$ cat src/ccr_pkg.sv
// Shared constants, codes and types of the circle collision resolver.
package ccr_pkg;

	localparam int COORD_BITS = 16;
	localparam int FRAC_BITS  = 4;
	localparam int RAD_BITS   = 12;
	localparam int SUM_BITS   = RAD_BITS + 1;
	localparam int WIDE_BITS  = COORD_BITS + SUM_BITS;
	localparam int WALL_GAP   = 5 << FRAC_BITS;
	localparam int EXT_BITS   = 16;
	localparam int D2_BITS    = 2 * SUM_BITS + 1;
	localparam int ROOT_BITS  = (D2_BITS + EXT_BITS + 1) / 2;
	localparam int SQ_BITS    = 2 * ROOT_BITS;
	localparam int PROD_BITS  = SUM_BITS + ROOT_BITS;
	localparam int NUM_BITS   = PROD_BITS + 2;
	localparam int DEN_BITS   = ROOT_BITS + 1;
	localparam int QUO_BITS   = SUM_BITS + 1;
	localparam int IDX_BITS   = 1;

	localparam logic [COORD_BITS-1:0] COORD_MAX = {COORD_BITS{1'b1}};
	localparam logic [15:0] ARENA_W_RESET = 16'd16384;
	localparam logic [15:0] ARENA_H_RESET = 16'd12288;

	typedef enum logic [IDX_BITS-1:0] {
		REG_ARENA_W = 1'b0,
		REG_ARENA_H = 1'b1
	} cfg_reg_t;

	typedef enum logic [2:0] {
		WALL_NONE   = 3'd0,
		WALL_RIGHT  = 3'd1,
		WALL_LEFT   = 3'd2,
		WALL_BOTTOM = 3'd3,
		WALL_TOP    = 3'd4
	} wall_code_t;

	typedef struct packed {
		logic                  cmd;
		logic [COORD_BITS-1:0] mx;
		logic [COORD_BITS-1:0] my;
		logic                  whit;
		wall_code_t            wcode;
		logic [COORD_BITS-1:0] wx;
		logic [COORD_BITS-1:0] wy;
		logic                  sx;
		logic                  sy;
		logic [SUM_BITS-1:0]   ax;
		logic [SUM_BITS-1:0]   ay;
		logic [SUM_BITS-1:0]   s;
		logic                  rng;
		logic                  phit;
		logic                  zero;
	} pl_t;

	typedef struct packed {
		logic                  hit;
		wall_code_t            code;
		logic [COORD_BITS-1:0] nx;
		logic [COORD_BITS-1:0] ny;
	} res_t;

endpackage

$ cat src/ccr_sqrt.sv
// Pipelined integer square root, one result bit per stage.
module ccr_sqrt (
	input  logic                          clk,
	input  logic                          en,
	input  logic [ccr_pkg::SQ_BITS-1:0]   rad,
	output logic [ccr_pkg::ROOT_BITS-1:0] root
);
	import ccr_pkg::*;

	localparam int RB = ROOT_BITS;
	localparam int RW = ROOT_BITS + 1;

	logic [RW-1:0]      rem_q  [RB];
	logic [RB-1:0]      root_q [RB];
	logic [SQ_BITS-1:0] rad_q  [RB];
	logic [RW-1:0]      rem_p  [RB];
	logic [RB-1:0]      root_p [RB];
	logic [SQ_BITS-1:0] rad_p  [RB];
	logic [RW+1:0]      rem_t  [RB];
	logic [RW+1:0]      trial  [RB];
	logic               ge     [RB];
	logic [RW-1:0]      rem_n  [RB];
	logic [RB-1:0]      root_n [RB];
	logic [SQ_BITS-1:0] rad_n  [RB];

	always_comb begin
		for (int k = 0; k < RB; k++) begin
			if (k == 0) begin
				rem_p[k]  = '0;
				root_p[k] = '0;
				rad_p[k]  = rad;
			end else begin
				rem_p[k]  = rem_q[k-1];
				root_p[k] = root_q[k-1];
				rad_p[k]  = rad_q[k-1];
			end
			rem_t[k]  = {rem_p[k], rad_p[k][SQ_BITS-1 -: 2]};
			trial[k]  = (RW+2)'({root_p[k], 2'b01});
			ge[k]     = rem_t[k] >= trial[k];
			rem_n[k]  = ge[k] ? RW'(rem_t[k] - trial[k]) : RW'(rem_t[k]);
			root_n[k] = {root_p[k][RB-2:0], ge[k]};
			rad_n[k]  = rad_p[k] << 2;
		end
	end

	always_ff @(posedge clk) begin
		if (en) begin
			for (int k = 0; k < RB; k++) begin
				rem_q[k]  <= rem_n[k];
				root_q[k] <= root_n[k];
				rad_q[k]  <= rad_n[k];
			end
		end
	end

	assign root = root_q[RB-1];
endmodule

$ cat config.mk
export PLATFORM = sky130hd
export DESIGN_NAME = ccr_sqrt
export DESIGN_NICKNAME = d
export VERILOG_FILES = /design/src/ccr_pkg.sv /design/src/ccr_sqrt.sv
export SDC_FILE = /design/constraint.sdc
export NUM_CORES = 2
export LEC_CHECK = 0
export ABC_CLOCK_PERIOD_IN_PS = 4380
export BUFFER_PORTS_ARGS = -buffer_cell sky130_fd_sc_hd__buf_2
export CORE_UTILIZATION = 55
export DETAILED_ROUTE_END_ITERATION = 8
export PLACE_DENSITY = 0.71
export SETUP_SLACK_MARGIN = 0.15
export SYNTH_ARGS = -nofsm -noshare
export SYNTH_HDL_FRONTEND = slang
export SYNTH_SLANG_ARGS = --single-unit
$ cat constraint.sdc
create_clock -name clk -period 4.38 [get_ports clk]
set_input_delay 0.438 -clock clk [delete_from_list [all_inputs] [get_ports clk]]
set_output_delay 0.438 -clock clk [all_outputs]
set_load 0.03 [all_outputs]
# Yosys cells after proc, flatten, opt, wreduce, memory -nomap -nowiden

Memories as Yosys holds them, arrays and structs flattened.
Index checks and enable logic that the tools add are counted.

Flip-flop bits (word level): 0
Bits in latches: 0
RAM bits: 1914
Memory bits (read-only): 0
Input bits: 46
Memories kept: 3

Memory list:

| name   | words | width | rd ports | clocked after memory_dff | wr ports | RTL line       | RTL |
|---|---|---|---|---|---|---|---|
| rad_q  | 22    | 42    | 21       | 0                        | 22       | ccr_sqrt.sv:15 | `logic [SQ_BITS-1:0] rad_q [RB];` |
| rem_q  | 22    | 23    | 21       | 0                        | 22       | ccr_sqrt.sv:13 | `logic [RW-1:0] rem_q [RB];` |
| root_q | 22    | 22    | 22       | 0                        | 22       | ccr_sqrt.sv:14 | `logic [RB-1:0] root_q [RB];` |

Add/sub/neg operators: 22
Multiply operators: 0
Divide/modulo/power cells: 0
Order comparisons: 22
Equality and inequality tests: 0
Shifts and indexed selects: 0
Muxes and demuxes: 24
Bitwise logic cells: 0
Reductions and logical operators: 0

Operators by type and width:

| cell                                                              | count |
|---|---|
| greater-or-equal comparator 25 x 24 -> 1 bit                      | 21 |
| two-way mux 23 bit                                                | 22 |
| subtractor 23 bit                                                 | 21 |
| subtractor 2 x 1 -> 3 bit, second input constant                  | 1 |
| greater-or-equal comparator 2 x 1 -> 1 bit, second input constant | 1 |
| two-way mux 1 bit                                                 | 2 |

# Longest topological paths before layout

An unclocked memory read counts as a cell.

Depth after elaboration: 3
Gate-level depth with buffers: 12
Gate-level depth less buffers: 10

# Least setup slack after synthesis

OpenSTA, ideal clock, no wires.

Kind: reg-to-reg
Start: memory rem_q[2][77] (netlist bit)
End: memory rem_q[2][108] (netlist bit) (data pin)
Arrival: 2.823 ns
Required time: 4.124 ns
Path slack: 1.301 ns
Stages on the path, launching flop included: 10
Buffers on the path: 1
Period minus slack after synthesis: 3.079 ns
Cell sequence: edfxtp_1 ha_1 a21o_1 a211oi_1 o2bb2ai_1 a311oi_1 a221oi_2 o221ai_1 clkbuf_1 a31o_2

RTL lines:

| what        | RTL line |
|---|---|
| from (decl) | ccr_sqrt.sv:13 |

==> impl_results.md <==
* # clock sinks at 1,169
* Drt drc at 4
* DRT Pass-1 Iters at 7
* Slew headroom at 0.303
* Syn Area/Cell at 13.2 µm²
* Gp weighted congestion at 0.893
* R2R setup slack at 0.79 ns
* Crit-path max FO at 36
* Synth top area share at 0.651
* Final setup violation count at 0
* Maximum vdd drop at 0.449 mV
* Leak at 23.4 nW
* Die area at 99,300 µm²
* Cells taking the most area after synthesis: edfxtp_1 65%, ha_1 6.4%, xnor2_1 3.2%, inv_1 2.4%, xor2_1 2.4%
* GRT Util Overall at 0.194
* Htree depth at 3
* Syn nets at 4,400
* Crit path largest cell delay at 0.67 ns
* Setup CP Type: register to register
* Worst path required time at 4.85 ns
* Longest Clk Path Bufs at 3
* Worst Reg2Reg Path Length in Cells at 10
* RSZ-0062 raised after global routing: no
* Via count at 31.6k
* Max Slew Vio Count at 0
* Synthesized area at 53,900 µm²
* Worst hold-check path type: primary input to register
* Final Instance Area at 60,600 µm²
* First-pass GRT wire length at 155,000 µm
* Post-synth EDFFs at 1,169
* Multi-input gate area at 17,300 µm²
* DP Area at 56,200 µm²
* Largest net degree at the start of global routing at 100
* Critical-path cell list: inv_1, ha_1, a21oi_1, o22ai_1, a21oi_1, a311oi_1, a221oi_2, o221ai_2, buf_4, mux2_2
* Row count at 114
* CP endpoint: rem_q[2][98]$_DFFE_PP_
* Post-Route Setup TNS at 0 ns
* PortBufs at 67
* Ports at 68
* Post-Syn Instances at 4,078
* Most used cell, CP: a21oi_1
* Fmax at 278 MHz
* Ys flop type: edfxtp_1
* DP Wirelength at 67,100 µm
* Area growth syn-to-layout at 12.4%
* #FFs+latches synth at 1,169
* Die width at 315 µm
* Top cell type by total area after synthesis: edfxtp_1
* Clock Skew at 0.0318 ns
* Hold path startpoint: en
* Total power draw at 30.0 mW
* CTS Buf Count at 118
* DP Worst Slack at 0.894 ns
* RR Endpoint: rem_q[2][98]$_DFFE_PP_
* CTS clk-pin slew, worst paths at 0.06 ns
* Final hold viol count at 0
* Layout Nets at 4,618
* Die height at 315 µm
* Fin crit share at 0.820
* Reg area at 35,100 µm²
* CP arrival at 4.06 ns
* GRT overflow at 0
* WL final at 96,400 µm
* Worst Hold Margin at 0.280 ns
* Worst skew pair latency at 0.72 ns
* Crit path max-delay cell type: a221oi_2
* Slew @ Worst Pin at 1.04 ns
* Violated checks: design-rule violations
* CP startpoint kind: register
* Max Cap Violations at 0
* Synth cell types at 83
* Period minus WS final at 3.59 ns
* Initial antenna violation count at 0
* DR vias/cell at 5.57
* # fillers at 7,228
* Vias in the first global route at 30.8k
* Worst R2R Start: root_q[2][70]$_DFFE_PP_
* N_diodes at 0
* Initial Util at 0.557
* Crit path from: root_q[2][70]$_DFFE_PP_
* Ys async rst share at 0
* YS warnings at 0
* Wire per inst at 17.0 µm
* CP endpoint kind: register
* Power Dens Cells at 495 nW/µm²
* Sequential share of the synthesized area at 0.651
* Final worst setup slack at 0.789 ns
* Status: finished with violations
* Antenna Nets Post-Route at 0
* CTS tree: done
* Layout cells sized above 1 at 0.0885
* Iter 0 DRT Violations at 2,247
* CTS root buf: clkbuf_16
* CORE AREA at 96,900 µm²
## synth_stat cells, types with 6 or more instances
library cell	n
edfxtp_1	1169
inv_1	344
ha_1	276
nor2_1	267
a21oi_1	254
nand2_1	237
xnor2_1	200
o21ai_0	179
xor2_1	147
a21o_1	86
nor3_1	80
nand3_1	66
o21a_1	65
nand2b_1	62
nor4_1	57
or3_1	55
mux2_2	49
clkbuf_1	46
nand4_1	43
nor2b_1	35
o31ai_1	26
nand3b_1	23
or4_1	22
a211oi_1	21
or2_2	21
a31oi_1	18
and3_1	18
o21bai_1	18
nand4b_1	11
a21boi_0	10
a31o_2	10
and2_1	10
o211ai_1	10
a2111oi_0	8
nor3b_1	8
o41ai_1	7
a211o_1	6
a41oi_1	6
and4_1	6
buf_2	6
mux2i_1	6
o31a_1	6
## metal layers
| layer | wire (µm) | track usage |
|---|---|---|
| met1 | 43000 | 0.259 |
| met2 | 45800 | 0.321 |
| met3 | 4730 | 0.0326 |
| met4 | 2860 | 0.0708 |
| met5 | 0 | 0 |
## layout make-up
cell class | count | area share
Clock inverter | 89 | 0.0160
Multi-Input combinational cell | 2506 | 0.286
Clock buffer | 130 | 0.0495
Timing Repair Buffer | 156 | 0.0217
Sequential cell | 1169 | 0.579
Inverter | 345 | 0.0214
Tap cell | 1276 | 0.0263
## through the flow
stage	utilization	std cells
4_1_cts	0.626	5671
3_3_place_gp	0.580	5407
2_1_floorplan	-	4078
3_5_place_dp	0.580	5407
5_1_grt	0.626	5671
6_report	0.626	5671
## flip-flops by register name (all words and copies together), names as in the netlist
name / flops
rem_q: 454
root_q: 253
rad_q: 462
## logic make-up (layout without fill, tap and decap cells)
kind of cell,after synthesis,count (layout),share of synthesized area
AO/OA/AOI/OAI,786,786,0.0916
other,1,1,0.0000695
flip-flops,1169,1169,0.651
multiplexers,55,55,0.0113
XOR/XNOR,347,347,0.0564
AND/OR/NAND/NOR,1041,1041,0.0974
buffers and inverters,403,720,0.0283
adder cells (fa/ha/maj),276,276,0.0640
## placed cells by master (no fill, tap or decap), types with 35 or more instances in the layout
cell	count
o21ai_0	179
nor3_1	80
dlygate4sd3_1	45
nand2_1	237
inv_1	344
mux2_2	49
nor4_1	56
edfxtp_1	1169
buf_2	66
o21a_1	65
nor2_1	266
nand3_1	66
a21oi_1	253
xor2_1	147
ha_1	276
xnor2_1	200
or3_1	55
clkbuf_16	118
nor2b_1	35
nand2b_1	62
nand4_1	43
a21o_1	86
## timing repair
item | 4_1_cts | 5_1_grt
hold endpoints to repair | 45 | 0
setup buffers | 0 | 0
hold buffers | 45 | 0
gates resized for setup | 0 | 0
setup endpoints to repair | 0 | 0
## how the worst min path moves through the flow
stage,slack [ns],cells past startpoint,endpoint
2_1_floorplan,0.40,0,rad_q[0][100]$_DFFE_PP_
3_3_place_gp,0.40,0,rad_q[0][191]$_DFFE_PP_
3_5_place_dp,0.40,0,rad_q[0][101]$_DFFE_PP_
4_1_cts,0.27,1,rad_q[0][1]$_DFFE_PP_
5_1_grt,0.30,1,rad_q[0][1]$_DFFE_PP_
6_report,0.28,1,rad_q[0][1]$_DFFE_PP_
## power breakdown
group | internal (mW) | switching [mW] | total (mW)
Clock | 5.89 | 4.22 | 10.1
Combinational | 2.25 | 2.87 | 5.12
Sequential | 14.0 | 0.788 | 14.8
## critical path: cells and delay by family, from the launching register on
family	cells	cell delay [ns]
AOI/OAI and AO/OA	6	1.92
DFF	1	0.41
buffers and inverters	2	0.37
adders and majority gates	1	0.29
muxes	1	0.32
Note: power is estimated with default switching activity, not from simulation.
