### src/ccr_pkg.sv
// Shared constants, codes and types of the circle collision resolver.
package ccr_pkg;

	localparam int COORD_BITS = 16;
	localparam int FRAC_BITS  = 4;
	localparam int RAD_BITS   = 12;
	localparam int SUM_BITS   = RAD_BITS + 1;
	localparam int WIDE_BITS  = COORD_BITS + SUM_BITS;
	localparam int WALL_GAP   = 5 << FRAC_BITS;
	localparam int EXT_BITS   = 16;
	localparam int D2_BITS    = 2 * SUM_BITS + 1;
	localparam int ROOT_BITS  = (D2_BITS + EXT_BITS + 1) / 2;
	localparam int SQ_BITS    = 2 * ROOT_BITS;
	localparam int PROD_BITS  = SUM_BITS + ROOT_BITS;
	localparam int NUM_BITS   = PROD_BITS + 2;
	localparam int DEN_BITS   = ROOT_BITS + 1;
	localparam int QUO_BITS   = SUM_BITS + 1;
	localparam int IDX_BITS   = 1;

	localparam logic [COORD_BITS-1:0] COORD_MAX = {COORD_BITS{1'b1}};
	localparam logic [15:0] ARENA_W_RESET = 16'd16384;
	localparam logic [15:0] ARENA_H_RESET = 16'd12288;

	typedef enum logic [IDX_BITS-1:0] {
		REG_ARENA_W = 1'b0,
		REG_ARENA_H = 1'b1
	} cfg_reg_t;

	typedef enum logic [2:0] {
		WALL_NONE   = 3'd0,
		WALL_RIGHT  = 3'd1,
		WALL_LEFT   = 3'd2,
		WALL_BOTTOM = 3'd3,
		WALL_TOP    = 3'd4
	} wall_code_t;

	typedef struct packed {
		logic                  cmd;
		logic [COORD_BITS-1:0] mx;
		logic [COORD_BITS-1:0] my;
		logic                  whit;
		wall_code_t            wcode;
		logic [COORD_BITS-1:0] wx;
		logic [COORD_BITS-1:0] wy;
		logic                  sx;
		logic                  sy;
		logic [SUM_BITS-1:0]   ax;
		logic [SUM_BITS-1:0]   ay;
		logic [SUM_BITS-1:0]   s;
		logic                  rng;
		logic                  phit;
		logic                  zero;
	} pl_t;

	typedef struct packed {
		logic                  hit;
		wall_code_t            code;
		logic [COORD_BITS-1:0] nx;
		logic [COORD_BITS-1:0] ny;
	} res_t;

endpackage

### src/ccr_div.sv
// Pipelined restoring divider, one quotient bit per stage.
module ccr_div (
	input  logic                         clk,
	input  logic                         en,
	input  logic [ccr_pkg::NUM_BITS-1:0] num,
	input  logic [ccr_pkg::DEN_BITS-1:0] den,
	output logic [ccr_pkg::QUO_BITS-1:0] quo
);
	import ccr_pkg::*;

	localparam int QB = QUO_BITS;
	localparam int RW = DEN_BITS + 1;

	logic [RW-1:0]       rem_q [QB];
	logic [QB-1:0]       lo_q  [QB];
	logic [QB-1:0]       quo_q [QB];
	logic [DEN_BITS-1:0] den_q [QB];
	logic [RW-1:0]       rem_p [QB];
	logic [QB-1:0]       lo_p  [QB];
	logic [QB-1:0]       quo_p [QB];
	logic [DEN_BITS-1:0] den_p [QB];
	logic [RW:0]         r_t   [QB];
	logic                ge    [QB];
	logic [RW-1:0]       rem_n [QB];

	always_comb begin
		for (int k = 0; k < QB; k++) begin
			if (k == 0) begin
				rem_p[k] = RW'(num >> QB);
				lo_p[k]  = num[QB-1:0];
				quo_p[k] = '0;
				den_p[k] = den;
			end else begin
				rem_p[k] = rem_q[k-1];
				lo_p[k]  = lo_q[k-1];
				quo_p[k] = quo_q[k-1];
				den_p[k] = den_q[k-1];
			end
			r_t[k]   = {rem_p[k], lo_p[k][QB-1]};
			ge[k]    = r_t[k] >= (RW+1)'(den_p[k]);
			rem_n[k] = ge[k] ? RW'(r_t[k] - (RW+1)'(den_p[k])) : RW'(r_t[k]);
		end
	end

	always_ff @(posedge clk) begin
		if (en) begin
			for (int k = 0; k < QB; k++) begin
				rem_q[k] <= rem_n[k];
				lo_q[k]  <= lo_p[k] << 1;
				quo_q[k] <= {quo_p[k][QB-2:0], ge[k]};
				den_q[k] <= den_p[k];
			end
		end
	end

	assign quo = quo_q[QB-1];
endmodule

### config.mk
export PLATFORM = sky130hd
export DESIGN_NAME = ccr_div
export DESIGN_NICKNAME = d
export VERILOG_FILES = /design/src/ccr_pkg.sv /design/src/ccr_div.sv
export SDC_FILE = /design/constraint.sdc
export NUM_CORES = 1
export LEC_CHECK = 0
export ABC_AREA = 1
export BUFFER_PORTS_ARGS = -buffer_cell sky130_fd_sc_hd__buf_2
export CORE_ASPECT_RATIO = 1.4
export CORE_MARGIN = 1
export CORE_UTILIZATION = 45
export DETAILED_ROUTE_END_ITERATION = 16
export PLACE_DENSITY = 0.58
export SLEW_MARGIN = 0
export SYNTH_ARGS = -nofsm -noshare
export SYNTH_HDL_FRONTEND = slang
export SYNTH_SLANG_ARGS = --single-unit
### constraint.sdc
create_clock -name clk -period 3.2 [get_ports clk]
set_input_delay 0.64 -clock clk [delete_from_list [all_inputs] [get_ports clk]]
set_output_delay 0.64 -clock clk [all_outputs]
set_load 0.01 [all_outputs]
* Word level (Yosys, flattened, before mapping)
Memories as Yosys holds them, arrays and structs flattened.
Cells that the tools add are included.
** Operators by class
- Add/subtract/negate cells :: 14
- Magnitude comparators :: 14
- Muxes and demuxes :: 16
** Operator list (count)
- 24-bit two-way mux :: 14
- 24-bit by 23-bit subtractor with 24-bit output :: 14
- 25-bit by 23-bit >= comparator with 1-bit output :: 13
- 24-bit by 23-bit >= comparator with 1-bit output :: 1
- 1-bit two-way mux :: 2
** Word-level totals
- Flip-flop bits (word level) :: 0
- Memory bits (writable) :: 1036
- Bits of input ports :: 62
- Output and inout bits :: 14
- Word-level logic and storage cells :: 48
- Memories kept :: 4
** Memory list
- rem_q :: words 14, width 24, rd ports 13, clocked after Yosys merged registers in 0, wr ports 14, RTL line ccr_div.sv:14 : logic [RW-1:0] rem_q [QB];
- den_q :: words 14, width 23, rd ports 13, clocked after Yosys merged registers in 0, wr ports 14, RTL line ccr_div.sv:17 : logic [DEN_BITS-1:0] den_q [QB];
- quo_q :: words 14, width 14, rd ports 14, clocked after Yosys merged registers in 0, wr ports 14, RTL line ccr_div.sv:16 : logic [QB-1:0] quo_q [QB];
- lo_q :: words 14, width 13, rd ports 13, clocked after Yosys merged registers in 0, wr ports 14, RTL line ccr_div.sv:15 : logic [QB-1:0] lo_q [QB];

* Longest topological paths before layout
Gate-level depths: netlist of run 1.
An unclocked memory read counts as a cell.
- Depth in word-level cells :: 3
- Gate-level depth with buffers :: 15
- Depth with buffers taken out :: 15

* Worst setup path before layout of run 1
OpenSTA, ideal clock, no wires.
- Path kind :: input to register
- From :: input port num[13] in the netlist's numbering
- To :: memory rem_q[0][3] in the netlist's numbering (data pin)
- Setup time :: 258 ps
- Data arrival time :: 2123 ps
- Data required time :: 2942 ps
- Slack :: 819 ps
- Stages on the path :: 14
- Buffers on the path :: 1
- Cells stage by stage :: inv_1 -> ha_1 -> fa_1 -> inv_1 -> nand2_1 -> nand2_1 -> nand3_1 -> nand2_1 -> nand2_1 -> nand3_2 -> nor2_4 -> buf_4 -> nand2_1 -> o21ai_1
** RTL lines
- start: declaration :: RTL line ccr_div.sv:5 : input logic [ccr_pkg::NUM_BITS-1:0] num,
- end: declaration :: RTL line ccr_div.sv:14

==> results of run 1 <==
## area by class of cell
type	instances	area (um^2)
clock buffer	100	2226
inverter	1495	5612
fill	11850	58980
timing repair buffer	176	1306
clock inverter	55	543.0
tap	1585	1983
sequential	807	24230
multi-input combinational	4651	23310
## logic make-up after synthesis
group	count (synthesis)
AO/OA/AOI/OAI	186
flip-flops	807
buffers and inverters	1584
AND/OR/NAND/NOR	4003
adder cells (fa/ha/maj)	335
XOR/XNOR	127
## report_power, final
group          internal [mW]  switching, mW
clock network           5.61           4.38
registers               15.3           1.94
logic                   8.27           17.9
total                   29.1           24.2
## flip-flops by register name (all words and copies together) (netlist names)
| name | count |
|---|---|
| quo_q | 105 |
| den_q | 299 |
| rem_q | 312 |
| lo_q | 91 |
## worst max-delay path, delay by kind of cell (launching register included)
kind	cells	cell delay, ns
and+or+nand+nor	9	1.57
AOI/OAI and AO/OA	1	0.19
adders and majority gates	1	0.36
DFF	1	0.45
buffers and inverters	1	0.07
## cells in the final DEF (no fill, tap or decap), drive strengths merged
cell type,instances
nand2,2718
inv,1508
edfxtp,807
nand3,560
nor2,416
ha,322
nand4,204
buf,176
a21oi,160
xor2,109
clkbuf,100
nand3b,52
clkinv,30
nor3,28
o21ai,25
xnor2,18
and2,16
fa,13
bufinv,7
clkinvlp,5
nor4,4
or2,4
nor3b,1
o211ai,1
## path summary, 6_finish.rpt
check,startpoint,endpoint,slack (ns),cells past startpoint
worst max register to register,den_q[0][125],rem_q[0][161],0.32,12
worst max-delay path,den_q[0][125],rem_q[0][161],0.32,12
worst min register to register,quo_q[0][72],quo_q[0][87],0.41,0
worst min-delay path,num[8],lo_q[0][8],0.11,1
## per-stage QoR
stage	std cells	area, um^2	setup TNS, ns
6_report	8869	59220	0
5_1_grt	8869	59220	0
4_1_cts	8869	59210	0
3_5_place_dp	8714	56440	-0.01139
3_3_place_gp	8714	56440	0
2_1_floorplan	7042	53740	0
## what timing repair did
action	CTS	global route
setup endpoints to repair	6	25
pin swaps	0	0
gates cloned	0	0
gates resized for setup	1	1
## routing by layer
metal  routed length [um]  vias up  track usage  part of all wire
met4                15370        0       0.2311             0.090
met2                89990     1055       0.5341              0.53
met5                    0        -            0                 0
met1                60300    20560       0.2803              0.35
met3                 4925      472      0.02571             0.029
li1                     -    22520            -                 -
==> qor.yml, run 1 <==
synth:
  synth_warnings: 0
  synth-xor-area-share: 0.02070
  synthTopCellsByArea: "edfxtp_1 (45%), nand2_1 (19%), inv_1 (10%)"
  synth_compound_area_frac: 0.01800
  synth_most_common_cell: "nand2_1"
  synth_area_um2: 53740
  postSynthAreaPerCell_um2: 7.631
  syn_nets: 7439
  netlist_top_cells_count: "nand2_1 (2710), inv_1 (1489), edfxtp_1 (807), nand3_1 (546), nor2_1 (380)"
  synth_mux_area_frac: 0
  synth_top_family_by_area: "simple AND/OR/NAND/NOR gates"
  synthSimpleGateAreaFrac: 0.3151
  async_reset_ff_frac: 0
  synth_edf_count: 807
  synthDominantAreaCellType: "edfxtp_1"
  ys_types: 40
  yosys.area_share.adder: 0.07981
  synth_top_area_frac: 0.4509
  ys.flop_type: "edfxtp_1"
  ys_ff_latch: 807
  synth_cells: 7042
  ys_seq_area_frac: 0.4509
setup_path:
  cp_cell_sequence: "inv_1 > ha_1 > nand2_1 > nand2_1 > nand2_1 > nand2_1 > a21oi_2 > nor2_1 > nor2_4 > nand2_4 > nand2_1 > nand2_1"
  endpoint_kind: "flip-flop"
  crit_path_start_kind: "flip-flop"
  max_stage_delay_ns: 0.55
  timing.setup.critical_path_class: "reg -> reg"
  cp_max_fo: 25
  cp_slowest_cell: "nor2_4"
  crit_top_cell: "nand2_1"
  crit_arrival_ns: 3.33
  crit_required_ns: 3.66
routing:
  vias: 44600
  routedWlPerCell_um: 19.23
  route.detailed.vias_per_inst: 5.029
  wirelength_um: 170600
  firstDrtPassIters: 7
  drc: 0
  drt_iter0_markers: 2810
  ant_nets: 0
cells_and_area:
  final_layout_size_suffix_gt1_frac: 0.05491
  final_core_util: 0.5010
  diodes: 0
  synthToLayoutAreaGrowth_pct: 10.19
  nNetsFinal: 7614
floorplan:
  die_w_um: 294.1
  coreArea_um2: 118200
  die-area_um2: 120800
  pin_count: 76
  row_count: 149
  start_util: 0.4547
  die_y_um: 410.9
sta:
  hold_violations: 0
  slew_violations: 0
  fmax_mhz: 347.7
  skew_ns: 0.02495
  slew_headroom: 0.5525
  setup_viol: 0
  rsz0062_at_grt: "no"
  hold_ws_ns: 0.1067
  setup_ws_ns: 0.3237
  tightest_slew_ns: 0.6696
  min_period_over_period: 0.8988
  fin_crit_ns: 2.876
grt:
  grt_start_max_net_pins: 86
  grt_pass1_wl_um: 255900
  grt_usage: 0.2836
  antenna_found_initial: 0
  grt_remaining_overflow: 0
  grt_pass1_vias: 44290
clock_tree:
  cts_hold_buf: 0
  postCtsSetupBuffers: 0
  clk_latency_ns: 0.71
  cts_buffer_depth: 3
  cts_tree: "built"
  clock-root-buffer: "clkbuf_16"
  cts_sinks: 807
  numCtsBuffers: 86
  htreeDepth: 3
  path_clk_slew_ns: 0.06
power:
  total_power_mw: 53.38
  vdd_drop_max_mv: 0.4958
  powerDensity_nw_per_um2: 901.4
  leakage_nw: 30.65
run:
  drv_cap: 0
min_path:
  min_path_type: "in -> reg"
placed_design:
  dp_hpwl_um: 139600
  gp_congestion: 0.9993
  place_ws_ns: -0.008084
  io_buffers: 75
outcome:
  status: "finished, final reports clean"
Power figures use the tool's default switching activity.
==> run 2, diff against run 1 <==
--- a/config.mk
+++ b/config.mk
@@ -5,7 +5,6 @@
 export SDC_FILE = /design/constraint.sdc
 export NUM_CORES = 1
 export LEC_CHECK = 0
-export ABC_AREA = 1
 export BUFFER_PORTS_ARGS = -buffer_cell sky130_fd_sc_hd__buf_2
 export CORE_ASPECT_RATIO = 1.4
 export CORE_MARGIN = 1
==> run 2 against run 1 <==
The flow now finishes with violations (negative setup slack). Combinational power decreased by 5%. Sequential cell count unchanged. Synthesized cell count shrank 45%. Core utilization up 4.3 points. Area after synthesis down 17%. Sequential share of layout area increased by 4.9 points. Final area decreased by 11%. Worst setup slack lost 0.33 ns. Maximum frequency is 10% lower. Power decreased by 3.7%. Register-to-register slack got worse by 0.33 ns. Critical path type unchanged. Wire length shrank 37%.
==> qor.yml, run 2 <==
grt:
  antenna_found_initial: 0
  grt_start_max_net_pins: 72
  grt_pass1_vias: 32020
  grt_usage: 0.2167
  grt_remaining_overflow: 0
  grt_pass1_wl_um: 164600
synth:
  yosys.area_share.adder: 0.09668
  ys.flop_type: "edfxtp_1"
  synthDominantAreaCellType: "edfxtp_1"
  synth_area_um2: 44360
  ys_ff_latch: 807
  ys_types: 98
  async_reset_ff_frac: 0
  synth_mux_area_frac: 0.02017
  synth_most_common_cell: "edfxtp_1"
  synth_compound_area_frac: 0.1501
  synth_top_area_frac: 0.5463
  netlist_top_cells_count: "edfxtp_1 (807), inv_1 (397), ha_1 (322), nand2_1 (307), a21oi_1 (287)"
  synth_top_family_by_area: "compound AO/OA/AOI/OAI gates"
  synthSimpleGateAreaFrac: 0.09513
  synth_edf_count: 807
  synth_warnings: 0
  syn_nets: 4257
  synthTopCellsByArea: "edfxtp_1 (55%), ha_1 (9.1%), inv_1 (3.4%)"
  synth_cells: 3860
  postSynthAreaPerCell_um2: 11.49
  ys_seq_area_frac: 0.5463
  synth-xor-area-share: 0.04797
floorplan:
  row_count: 135
  coreArea_um2: 97290
  die_y_um: 373.5
  die-area_um2: 99860
  start_util: 0.4560
  die_w_um: 267.4
  pin_count: 76
setup_path:
  crit_top_cell: "buf_4"
  max_stage_delay_ns: 0.38
  cp_slowest_cell: "o211ai_4"
  cp_cell_sequence: "inv_1 > ha_1 > buf_4 > nand2_2 > o21bai_2 > a31oi_1 > buf_4 > o21ai_4 > a21oi_2 > buf_4 > a221oi_4 > o211ai_4 > clkbuf_16 > mux2_2"
  endpoint_kind: "flip-flop"
  critPathBufInv: 5
  timing.setup.critical_path_class: "reg -> reg"
  cp_max_fo: 4
  crit_required_ns: 3.59
  crit_path_start_kind: "flip-flop"
  path_delay_family: "compound AO/OA/AOI/OAI gates"
  crit_arrival_ns: 3.60
placed_design:
  gp_congestion: 0.9080
  io_buffers: 75
  dpl_cell_area_um2: 49280
  dp_hpwl_um: 84360
cells_and_area:
  nNetsFinal: 4775
  final_core_util: 0.5441
  n_fill_cell: 8549
  synthToLayoutAreaGrowth_pct: 19.33
  top_register: "rem_q"
  layout_common_cells: "edfxtp_1 (807), buf_4 (398), inv_1 (395)"
  largest_reg_flops: 312
  diodes: 0
  final_layout_size_suffix_gt1_frac: 0.1918
  reg_top3: "rem_q x312, den_q x299, quo_q x105"
  final_common_cell: "edfxtp_1"
  finish.instance_area_um2: 52940
clock_tree:
  clock-root-buffer: "clkbuf_16"
  numCtsBuffers: 83
  cts_sinks: 807
  path_clk_slew_ns: 0.06
  cts_tree: "built"
  cts_buffer_depth: 3
  htreeDepth: 3
  clk_latency_ns: 0.66
routing:
  firstDrtPassIters: 5
  drt_iter0_markers: 1193
  route.detailed.vias_per_inst: 5.306
  vias: 30470
  drc: 0
  routedWlPerCell_um: 18.85
  wirelength_um: 108200
  ant_nets: 0
sta:
  slew_violations: 0
  hold_violations: 0
  hold_ws_ns: 0.1606
  fin_crit_ns: 3.209
  tightest_slew_ns: 0.7559
  fmax_mhz: 311.6
  slew_headroom: 0.4830
  setup_ws_ns: -0.008851
  rsz0062_at_grt: "yes"
  setup_viol: 1
  skew_ns: 0.01888
  min_period_over_period: 1.003
outcome:
  status: "finished with violations"
  violations: "negative setup slack"
min_path:
  min_path_type: "in -> reg"
power:
  powerDensity_nw_per_um2: 971.3
  leakage_nw: 22.05
  vdd_drop_max_mv: 0.3887
run:
  drv_cap: 0
## run 2: cell count changes after synthesis, sizes merged, moves of 50 or more
cell	delta
nand2	-2411
xnor2	+103
a21oi	+136
nor2b	+50
nand4	-147
inv	-1096
nand3b	-50
a21o	+159
nor2	-208
nand3	-506
mux2	+72
o21ai	+268
## run 2: kinds of logic (layout without fill, tap and decap cells)
kind of cell | count (synthesis) | in the layout
adders and majority gates | 335 | 335
and+or+nand+nor | 886 | 886
muxes | 80 | 80
buffers and inverters | 481 | 1062
xor gates and xnor gates | 243 | 243
AOI/OAI and AO/OA | 1028 | 1029
DFF | 807 | 807
## run 2: what timing repair did
action,4_1_cts,5_1_grt
pin swaps,18,60
setup endpoints to repair,77,152
hold buffers,0,0
setup buffers,9,32
gates cloned,2,3
resized for setup,29,93
## run 2: through the flow
step           worst slack, ns  cells  power, mW    TNS, ns
4_1_cts               -0.03054   5710      50.85    -0.2442
2_1_floorplan          0.04611   3860      32.18          0
6_report             -0.008851   5743      51.42  -0.008851
3_3_place_gp           -0.2396   5550      40.27     -6.194
3_5_place_dp           -0.2657   5550      40.53     -8.315
5_1_grt               -0.07162   5743      54.66    -0.2628
## run 2: worst reg2reg max path, cell delays in order, from the launching register on
cell       delay, ns
edfxtp_1        0.37
inv_1           0.05
ha_1            0.29
buf_4           0.13
nand2_2         0.08
o21bai_2        0.22
a31oi_1         0.18
buf_4           0.17
o21ai_4         0.07
a21oi_2         0.14
buf_4           0.17
a221oi_4        0.09
o211ai_4        0.38
clkbuf_16       0.24
mux2_2          0.38
## run 2: cell type report
cell class	count	area, um^2	share of cell area
flip-flops and latches	807	24230	0.4578
multi-input cells	2573	18750	0.3542
repair buffers	515	4158	0.07854
clock buffers	102	2191	0.04138
well taps	1301	1628	0.03075
inverters	398	1494	0.02822
clock inverters	47	485.5	0.009170
## run 2: per-layer routing
| metal | track usage | part of all wire |
|---|---|---|
| met4 | 0.1699 | 0.088 |
| met3 | 0.02564 | 0.023 |
| met2 | 0.4690 | 0.61 |
| met1 | 0.1569 | 0.28 |
| met5 | 0 | 0 |
## run 2: final timing paths
check / depth (start not counted) / from / endpoint / slack (ns)
setup / recovery: 14 / den_q[1][71] / rem_q[1][112] / -0.009
hold / removal: 1 / num[7] / lo_q[0][7] / 0.16
setup reg to reg: 14 / den_q[1][71] / rem_q[1][112] / -0.009
hold reg to reg: 0 / lo_q[0][88] / lo_q[0][102] / 0.41
## run 2: power breakdown
group / internal (mW) / switching [mW]
clock network: 5.66 / 4.07
registers: 15.5 / 1.32
logic: 11.6 / 13.3
total: 32.7 / 18.7
